<file path="config.mk">
export PLATFORM = sky130hd
export DESIGN_NAME = sha224_stream_hash
export DESIGN_NICKNAME = d
export VERILOG_FILES = /design/src/sha224_pkg.sv /design/src/sha224_core.sv /design/src/sha224_stream_hash.sv
export SDC_FILE = /design/constraint.sdc
export NUM_CORES = 2
export LEC_CHECK = 0
export BUFFER_PORTS_ARGS = -buffer_cell sky130_fd_sc_hd__buf_2
export CAP_MARGIN = 0
export CORE_ASPECT_RATIO = 1.75
export CORE_MARGIN = 3
export CORE_UTILIZATION = 40
export CTS_BUF_LIST = sky130_fd_sc_hd__clkbuf_4
export DETAILED_ROUTE_END_ITERATION = 12
export PLACE_DENSITY = 0.54
export SYNTH_ARGS = -nofsm -noshare
export SYNTH_HDL_FRONTEND = slang
export SYNTH_SLANG_ARGS = --single-unit
</file>
<file path="constraint.sdc">
create_clock -name clk -period 19.1 [get_ports clk]
set_input_delay 0.955 -clock clk [delete_from_list [all_inputs] [get_ports clk]]
set_output_delay 0.955 -clock clk [all_outputs]
set_load 0.05 [all_outputs]
</file>
<file path="src/sha224_pkg.sv">
// Shared definitions for the SHA-224 stream hash: round constants, initial
// chaining value, sequencing constants and the control and status structs.
// No dependencies.
package sha224_pkg;

  localparam int LENGTH_BITS_DEF = 61;
  localparam int BLOCK_WORDS = 16;
  localparam int STATE_WORDS = 8;
  localparam int DIGEST_WORDS = 7;

  localparam logic [7:0] PAD_BYTE = 8'h80;
  localparam logic [6:0] LEN_POS = 7'd56;
  localparam logic [6:0] BLOCK_BYTES = 7'd64;
  localparam logic [5:0] LAST_ROUND = 6'd63;
  localparam logic [2:0] LAST_WORD_IDX = 3'(DIGEST_WORDS - 1);

  localparam logic [31:0] INIT_CHAIN [STATE_WORDS] = '{
    32'hc1059ed8, 32'h367cd507, 32'h3070dd17, 32'hf70e5939,
    32'hffc00b31, 32'h68581511, 32'h64f98fa7, 32'hbefa4fa4
  };

  localparam logic [31:0] ROUND_K [64] = '{
    32'h428a2f98, 32'h71374491, 32'hb5c0fbcf, 32'he9b5dba5,
    32'h3956c25b, 32'h59f111f1, 32'h923f82a4, 32'hab1c5ed5,
    32'hd807aa98, 32'h12835b01, 32'h243185be, 32'h550c7dc3,
    32'h72be5d74, 32'h80deb1fe, 32'h9bdc06a7, 32'hc19bf174,
    32'he49b69c1, 32'hefbe4786, 32'h0fc19dc6, 32'h240ca1cc,
    32'h2de92c6f, 32'h4a7484aa, 32'h5cb0a9dc, 32'h76f988da,
    32'h983e5152, 32'ha831c66d, 32'hb00327c8, 32'hbf597fc7,
    32'hc6e00bf3, 32'hd5a79147, 32'h06ca6351, 32'h14292967,
    32'h27b70a85, 32'h2e1b2138, 32'h4d2c6dfc, 32'h53380d13,
    32'h650a7354, 32'h766a0abb, 32'h81c2c92e, 32'h92722c85,
    32'ha2bfe8a1, 32'ha81a664b, 32'hc24b8b70, 32'hc76c51a3,
    32'hd192e819, 32'hd6990624, 32'hf40e3585, 32'h106aa070,
    32'h19a4c116, 32'h1e376c08, 32'h2748774c, 32'h34b0bcb5,
    32'h391c0cb3, 32'h4ed8aa4a, 32'h5b9cca4f, 32'h682e6ff3,
    32'h748f82ee, 32'h78a5636f, 32'h84c87814, 32'h8cc70208,
    32'h90befffa, 32'ha4506ceb, 32'hbef9a3f7, 32'hc67178f2
  };

  typedef struct packed {
    logic        byte_we;
    logic [5:0]  byte_pos;
    logic [7:0]  byte_val;
    logic        len_we;
    logic [63:0] len_bits;
    logic        start;
    logic        chain_init;
  } sha224_ctrl_t;

  typedef struct packed {
    logic busy;
    logic done;
  } sha224_stat_t;

endpackage

</file>
<file path="src/sha224_core.sv">
// SHA-224 compression core: block buffer used as the rolling schedule window,
// one shared round unit stepped through the 64 rounds, and the chaining value.
// Depends on sha224_pkg.
module sha224_core (
  input  logic                    clk,
  input  logic                    rst,
  input  sha224_pkg::sha224_ctrl_t ctrl,
  output sha224_pkg::sha224_stat_t stat,
  output logic [31:0]             chain_value [sha224_pkg::STATE_WORDS]
);

  typedef enum logic [1:0] {
    C_IDLE,
    C_ROUND,
    C_ADD
  } core_state_t;

  core_state_t state;
  logic [5:0]  round_count;
  logic        done;
  logic [31:0] window [sha224_pkg::BLOCK_WORDS];
  logic [31:0] work [sha224_pkg::STATE_WORDS];

  logic [31:0] w_next;
  logic [31:0] t1;
  logic [31:0] t2;

  function automatic logic [31:0] rotr(input logic [31:0] x, input int n);
    rotr = (x >> n) | (x << (32 - n));
  endfunction

  always_comb begin
    if (round_count[5:4] == 2'b00) begin
      w_next = window[0];
    end else begin
      w_next = window[0]
             + (rotr(window[1], 7) ^ rotr(window[1], 18) ^ (window[1] >> 3))
             + window[9]
             + (rotr(window[14], 17) ^ rotr(window[14], 19) ^ (window[14] >> 10));
    end
    t1 = work[7]
       + (rotr(work[4], 6) ^ rotr(work[4], 11) ^ rotr(work[4], 25))
       + ((work[4] & work[5]) ^ (~work[4] & work[6]))
       + sha224_pkg::ROUND_K[round_count]
       + w_next;
    t2 = (rotr(work[0], 2) ^ rotr(work[0], 13) ^ rotr(work[0], 22))
       + ((work[0] & work[1]) ^ (work[0] & work[2]) ^ (work[1] & work[2]));
  end

  always_ff @(posedge clk) begin
    if (rst) begin
      state <= C_IDLE;
      round_count <= '0;
      done <= 1'b0;
      for (int i = 0; i < sha224_pkg::STATE_WORDS; i++) begin
        chain_value[i] <= sha224_pkg::INIT_CHAIN[i];
      end
    end else begin
      done <= 1'b0;
      unique case (state)
        C_IDLE: begin
          if (ctrl.chain_init) begin
            for (int i = 0; i < sha224_pkg::STATE_WORDS; i++) begin
              chain_value[i] <= sha224_pkg::INIT_CHAIN[i];
            end
          end
          if (ctrl.start) begin
            for (int i = 0; i < sha224_pkg::STATE_WORDS; i++) begin
              work[i] <= chain_value[i];
            end
            round_count <= '0;
            state <= C_ROUND;
          end
        end
        C_ROUND: begin
          work[7] <= work[6];
          work[6] <= work[5];
          work[5] <= work[4];
          work[4] <= work[3] + t1;
          work[3] <= work[2];
          work[2] <= work[1];
          work[1] <= work[0];
          work[0] <= t1 + t2;
          round_count <= round_count + 6'd1;
          if (round_count == sha224_pkg::LAST_ROUND) begin
            state <= C_ADD;
          end
        end
        C_ADD: begin
          for (int i = 0; i < sha224_pkg::STATE_WORDS; i++) begin
            chain_value[i] <= chain_value[i] + work[i];
          end
          done <= 1'b1;
          state <= C_IDLE;
        end
        default: state <= C_IDLE;
      endcase
    end
  end

  always_ff @(posedge clk) begin
    if (state == C_ROUND) begin
      for (int i = 0; i < sha224_pkg::BLOCK_WORDS - 1; i++) begin
        window[i] <= window[i + 1];
      end
      window[sha224_pkg::BLOCK_WORDS - 1] <= w_next;
    end else begin
      if (ctrl.byte_we) begin
        case (ctrl.byte_pos[1:0])
          2'd0:    window[ctrl.byte_pos[5:2]][31:24] <= ctrl.byte_val;
          2'd1:    window[ctrl.byte_pos[5:2]][23:16] <= ctrl.byte_val;
          2'd2:    window[ctrl.byte_pos[5:2]][15:8] <= ctrl.byte_val;
          default: window[ctrl.byte_pos[5:2]][7:0] <= ctrl.byte_val;
        endcase
      end
      if (ctrl.len_we) begin
        window[14] <= ctrl.len_bits[63:32];
        window[15] <= ctrl.len_bits[31:0];
      end
    end
  end

  assign stat.busy = (state != C_IDLE);
  assign stat.done = done;

endmodule

</file>
<file path="src/sha224_stream_hash.sv">
// SHA-224 stream hash top level: byte intake, padding sequencer and digest
// output. Depends on sha224_pkg and sha224_core.
//
// Message bytes enter on the slave channel, one per transaction: s_tdata is
// the byte, s_tuser says whether a byte is present and s_tlast ends the
// message after this transaction's byte. The digest leaves on the master
// channel as seven transactions, most significant word first, with m_tlast
// on the seventh.
// A byte is taken whenever the slave channel is ready. When it completes a
// 64-byte block the channel is held off while the shared round unit runs its
// 64 rounds and the chaining value is updated. At the end of a message the
// padding is written one byte per cycle, and the last step writes the length
// and starts the final compression. When the marker lands at byte 56 or
// beyond, the rest of that block is zero-filled and compressed first.
// While the digest is being delivered no input is taken, and a stall on
// m_tready simply holds the current word. After the last word is taken the
// chaining value and byte count return to their initial values.
// Reset discards any partial message and restores the initial state.
module sha224_stream_hash #(
  parameter int LENGTH_BITS = sha224_pkg::LENGTH_BITS_DEF
) (
  input  logic        clk,
  input  logic        rst,
  input  logic        s_tvalid,
  output logic        s_tready,
  input  logic [7:0]  s_tdata,   // [7:0] data_byte
  input  logic        s_tuser,   // [0] byte_present
  input  logic        s_tlast,   // end_of_message
  output logic        m_tvalid,
  input  logic        m_tready,
  output logic [39:0] m_tdata,   // [31:0] digest_word, [34:32] word_index, zero fill
  output logic        m_tlast    // last_word
);

  typedef enum logic [2:0] {
    S_IDLE,
    S_BLOCK,
    S_PAD_MARK,
    S_PAD_TAIL,
    S_TAIL_WAIT,
    S_PAD_ZERO,
    S_FINAL_WAIT,
    S_OUT
  } top_state_t;

  top_state_t               state;
  logic [LENGTH_BITS-1:0]   count;
  logic                     eom_pend;
  logic [6:0]               pad_pos;
  logic [2:0]               out_idx;
  logic [39:0]              out_data;

  sha224_pkg::sha224_ctrl_t ctrl;
  sha224_pkg::sha224_stat_t stat;
  logic [31:0]              chain_value [sha224_pkg::STATE_WORDS];

  logic in_acc;
  logic out_acc;
  logic byte_in;
  logic block_full;

  assign in_acc = s_tvalid && s_tready;
  assign out_acc = m_tvalid && m_tready;
  assign byte_in = in_acc && s_tuser;
  assign block_full = (count[5:0] == 6'h3f);

  always_comb begin
    ctrl = '0;
    ctrl.len_bits = 64'({count, 3'b000});
    unique case (state)
      S_IDLE: begin
        ctrl.byte_we = byte_in;
        ctrl.byte_pos = count[5:0];
        ctrl.byte_val = s_tdata;
        ctrl.start = byte_in && block_full;
      end
      S_PAD_MARK: begin
        ctrl.byte_we = 1'b1;
        ctrl.byte_pos = pad_pos[5:0];
        ctrl.byte_val = sha224_pkg::PAD_BYTE;
      end
      S_PAD_TAIL: begin
        ctrl.byte_we = (pad_pos != sha224_pkg::BLOCK_BYTES);
        ctrl.byte_pos = pad_pos[5:0];
        ctrl.start = (pad_pos == sha224_pkg::BLOCK_BYTES);
      end
      S_PAD_ZERO: begin
        ctrl.byte_we = (pad_pos != sha224_pkg::LEN_POS);
        ctrl.byte_pos = pad_pos[5:0];
        ctrl.len_we = (pad_pos == sha224_pkg::LEN_POS);
        ctrl.start = (pad_pos == sha224_pkg::LEN_POS);
      end
      S_OUT: begin
        ctrl.chain_init = out_acc && (out_idx == sha224_pkg::LAST_WORD_IDX);
      end
      default: ;
    endcase
  end

  always_ff @(posedge clk) begin
    if (rst) begin
      state <= S_IDLE;
      count <= '0;
      eom_pend <= 1'b0;
      pad_pos <= '0;
      out_idx <= '0;
    end else begin
      unique case (state)
        S_IDLE: begin
          if (in_acc) begin
            eom_pend <= s_tlast;
            pad_pos <= {1'b0, count[5:0]} + 7'(s_tuser);
            if (s_tuser) begin
              count <= count + 1'b1;
            end
            if (s_tuser && block_full) begin
              state <= S_BLOCK;
            end else if (s_tlast) begin
              state <= S_PAD_MARK;
            end
          end
        end
        S_BLOCK: begin
          if (stat.done) begin
            pad_pos <= '0;
            state <= eom_pend ? S_PAD_MARK : S_IDLE;
          end
        end
        S_PAD_MARK: begin
          pad_pos <= pad_pos + 7'd1;
          state <= (pad_pos + 7'd1 > sha224_pkg::LEN_POS) ? S_PAD_TAIL : S_PAD_ZERO;
        end
        S_PAD_TAIL: begin
          if (pad_pos == sha224_pkg::BLOCK_BYTES) begin
            state <= S_TAIL_WAIT;
          end else begin
            pad_pos <= pad_pos + 7'd1;
          end
        end
        S_TAIL_WAIT: begin
          if (stat.done) begin
            pad_pos <= '0;
            state <= S_PAD_ZERO;
          end
        end
        S_PAD_ZERO: begin
          if (pad_pos == sha224_pkg::LEN_POS) begin
            state <= S_FINAL_WAIT;
          end else begin
            pad_pos <= pad_pos + 7'd1;
          end
        end
        S_FINAL_WAIT: begin
          if (stat.done) begin
            out_idx <= '0;
            out_data <= {5'b0, 3'd0, chain_value[0]};
            state <= S_OUT;
          end
        end
        S_OUT: begin
          if (out_acc) begin
            if (out_idx == sha224_pkg::LAST_WORD_IDX) begin
              count <= '0;
              eom_pend <= 1'b0;
              state <= S_IDLE;
            end else begin
              out_idx <= out_idx + 3'd1;
              out_data <= {5'b0, out_idx + 3'd1, chain_value[out_idx + 3'd1]};
            end
          end
        end
        default: state <= S_IDLE;
      endcase
    end
  end

  sha224_core u_core (
    .clk         (clk),
    .rst         (rst),
    .ctrl        (ctrl),
    .stat        (stat),
    .chain_value (chain_value)
  );

  assign s_tready = (state == S_IDLE);
  assign m_tvalid = (state == S_OUT);
  assign m_tdata = out_data;
  assign m_tlast = (out_idx == sha224_pkg::LAST_WORD_IDX);

  a_no_overlap: assert property (@(posedge clk) disable iff (rst)
    !(s_tready && m_tvalid))
    else $error("input and output channels active together");

  a_last_index: assert property (@(posedge clk) disable iff (rst)
    (m_tvalid && m_tlast) |-> (m_tdata[34:32] == sha224_pkg::LAST_WORD_IDX))
    else $error("last digest word carries the wrong index");

  a_core_blocks_input: assert property (@(posedge clk) disable iff (rst)
    stat.busy |-> !s_tready)
    else $error("input accepted while the round unit is busy");

  a_restart: assert property (@(posedge clk) disable iff (rst)
    (m_tvalid && m_tready && m_tlast) |=> (s_tready && count == '0))
    else $error("block not reinitialised after the digest");

endmodule

</file>
==> impl_metrics.env <==
export IMPL_rsz0062_at_grt="no"
export IMPL_wire_per_inst_um=26.3
export IMPL_postRouteAntennaNets=0
export IMPL_dieHeight_um=582
export IMPL_pin_count=57
export IMPL_drc=0
export IMPL_clock_path_buffers=4
export IMPL_die_area_mm2=0.195
export IMPL_yosys_warnings=0
export IMPL_synth_flop_cell="edfxtp_1"
export IMPL_cts_root_buf="clkbuf_4"
export IMPL_finalCritPeriodShare_pct=58.1
export IMPL_fin_tns_setup_ns=0
export IMPL_critPathMostFrequentCell="fa_1"
export IMPL_drtIter0Drc=4477
export IMPL_tightest_slew_ns=1.38
export IMPL_max_freq_mhz=90.1
export IMPL_path_class="flip-flop to flip-flop"
export IMPL_cellPowerDensity_mw_per_mm2=74.7
export IMPL_drv_slew=0
export IMPL_clk_pin_slew_ns=0.07
export IMPL_dp_cells=10394
export IMPL_finalWirelength_um=288000
export IMPL_syn_area_mm2=0.0758
export IMPL_setup_viol=0
export IMPL_critPathCaptureType="flip-flop"
export IMPL_critPathSlowestCell="a31oi_1"
export IMPL_start_util_pct=40.4
export IMPL_synth_edf_count=803
export IMPL_arrival_ns=12.03
export IMPL_cts_buffers=305
export IMPL_clock_sinks=1143
export IMPL_p_leak_nw=32.7
export IMPL_seq_area_frac_synth_pct=40.8
export IMPL_synth_seq_cells=1143
export IMPL_synth_area_per_cell_um2=9.19
export IMPL_critPathRequiredTime_ns=20.03
export IMPL_hold_path_class="primary input to flip-flop"
export IMPL_synth_cell_types=87
export IMPL_worstSkewPairLatency_ns=1.24
export IMPL_die_w_um=335
export IMPL_cts_tree="built"
export IMPL_grt_pass1_vias=64120
export IMPL_post_route_util_pct=43.9
export IMPL_slowest_delay_ns=1.02
export IMPL_cts_setup_buffers=0
export IMPL_synthCells=8246
export IMPL_ir_worst_vdd_uv=58.6
export IMPL_gp_congestion=0.969
export IMPL_drive_gt1_share_pct=9.82
export IMPL_cp_max_fo=30
export IMPL_num_rows=210
export IMPL_via_per_inst=5.76
export IMPL_period_needed_ns=11.10
export IMPL_critPathLaunchType="flip-flop"
export IMPL_slew_headroom_pct=7.65
export IMPL_nets=8875
export IMPL_fin_cells=10935
export IMPL_status="complete, no violations"
export IMPL_coreArea_mm2=0.188
export IMPL_port_buffers=51
export IMPL_cap_violations=0
export IMPL_grt_pass1_wl_um=415000
export IMPL_firstDrtPassIters=6
export IMPL_antenna_found_initial=8
export IMPL_finalClockSkew_ns=0.176
export IMPL_via_count=62988
export IMPL_layout_area_overhead_vs_synth_pct=8.79
export IMPL_hold_violations=0
export IMPL_grt_max_degree=149
export IMPL_grt_usage_pct=28.9
export IMPL_h_tree_depth=5
export IMPL_grt_overflow=0
export IMPL_postSynth_asyncResetShare_pct=0
export IMPL_dp_hpwl_um=215000
==> worst max-delay path: cells and delay by family (launching register included) <==
kind	cells	cell delay, ns
buffers and inverters	3	0.85
DFF	1	0.31
adders and majority gates	7	3.63
AOI/OAI and AO/OA	12	3.52
and+or+nand+nor	7	1.83
xor gates and xnor gates	3	0.74
==> sequential cells by signal (all words and copies together) (netlist names) <==
| signal | cells |
|---|---|
| count | 61 |
| eom_pend | 1 |
| m_tdata | 35 |
| out_idx | 3 |
| pad_pos | 7 |
| state | 3 |
| u_core.chain_value | 256 |
| u_core.done | 1 |
| u_core.round_count | 6 |
| u_core.state | 2 |
| u_core.window | 512 |
| u_core.work | 256 |
==> repair_timing <==
item,4_1_cts,5_1_grt
hold buffers,3,0
resized for setup,0,0
endpoints found under the hold margin,3,0
==> Yosys cell counts, drive strengths merged, types with 73 or more instances <==
library cell / n / share of area (%)
a211oi: 73 / 0.72
a21o: 175 / 1.7
a21oi: 478 / 3.2
a22oi: 78 / 0.77
clkbuf: 428 / 2.1
dfxtp: 340 / 9.0
edfxtp: 803 / 32
fa: 195 / 5.2
ha: 400 / 6.6
inv: 322 / 1.6
mux2i: 91 / 1.2
nand2: 1593 / 7.9
nand2b: 129 / 1.1
nand3: 103 / 0.68
nor2: 494 / 2.5
nor2b: 74 / 0.61
nor3: 104 / 0.72
o21ai: 868 / 5.7
o22ai: 102 / 0.84
xnor2: 392 / 4.5
xor2: 219 / 2.5
==> power by group <==
| part | switching (W) | internal, W | total [W] |
|---|---|---|---|
| clock | 0.00110 | 0.00116 | 0.00225 |
| combinational | 0.000826 | 0.000400 | 0.00123 |
| sequential | 0.0000340 | 0.00264 | 0.00268 |
| total | 0.00196 | 0.00420 | 0.00616 |
==> metrics by stage <==
| stage | area, um2 | power (W) | setup WS, ns | hold WS, ns |
|---|---|---|---|---|
| finish | 82400 | 0.00616 | 8.00 | 0.206 |
| global route | 82400 | 0.00645 | 7.73 | 0.154 |
| CTS | 82400 | 0.00622 | 8.32 | 0.0681 |
| detailed placement | 78500 | 0.00395 | 8.39 | 0.477 |
| global placement | 78500 | 0.00394 | 8.32 | 0.475 |
| floorplan | 75800 | 0.00353 | 5.29 | 0.430 |
==> logic make-up (layout without fill, tap and decap cells) <==
| group | after synthesis | after routing | share of synthesized area, % |
|---|---|---|---|
| AND/OR/NAND/NOR | 2719 | 2719 | 15.4 |
| AO/OA/AOI/OAI | 2192 | 2192 | 17.4 |
| flip-flops | 1143 | 1143 | 40.8 |
| buffers and inverters | 802 | 1044 | 4.01 |
| adder cells (fa/ha/maj) | 613 | 613 | 12.0 |
| XOR/XNOR | 611 | 611 | 7.06 |
| multiplexers | 165 | 165 | 3.30 |
| other | 1 | 10 | 0.00495 |
==> layout by cell type (no fill, tap or decap), types with 53 or more instances in the layout <==
cell type and instances:
fa_1 195, xnor2_1 392, nand2_1 1584, nand3_1 102
a21o_1 175, mux4_2 67, clkinv_1 53, o21a_1 57
inv_1 321, o21ai_0 855, nor2b_1 73, nor2_1 486
dfxtp_1 335, o22ai_1 102, clkbuf_4 464, ha_1 399
a22oi_1 78, buf_4 131, a21oi_1 477, mux2i_1 91
nor3_1 98, nand2b_1 124, edfxtp_1 803, a211oi_1 73
xor2_1 218
==> metal layers <==
| layer | track usage, % | routed length [um] | up-vias | part of all wire, % |
|---|---|---|---|---|
| li1 | - | - | 29340 | - |
| met1 | 27.2 | 93500 | 30664 | 32 |
| met2 | 53.6 | 151000 | 2128 | 52 |
| met3 | 4.13 | 12900 | 854 | 4.5 |
| met4 | 25.9 | 30700 | 2 | 11 |
| met5 | 0 | 10 | - | 0.0035 |
==> worst paths after layout <==
path / from / endpoint / slack (ns) / cells past startpoint
setup / recovery: u_core.round_count[0]$_SDFFE_PP0P_ / u_core.work[0][31]$_DFFE_PP_ / 8.00 / 32
hold / removal: s_tvalid / eom_pend$_SDFFE_PP0P_ / 0.21 / 4
setup reg to reg: u_core.round_count[0]$_SDFFE_PP0P_ / u_core.work[0][31]$_DFFE_PP_ / 8.00 / 32
hold reg to reg: eom_pend$_SDFFE_PP0P_ / eom_pend$_SDFFE_PP0P_ / 0.49 / 2
==> layout make-up <==
class | instances | area [um2]
fill | 18524 | 105000
inverter | 324 | 1220
sequential | 1143 | 30900
timing repair buffer | 187 | 1320
tap | 2438 | 3050
clock buffer | 464 | 3480
clock inverter | 69 | 384
multi-input combinational | 6305 | 42000
antenna | 5 | 12.5
Power figures use the tool's default switching activity.
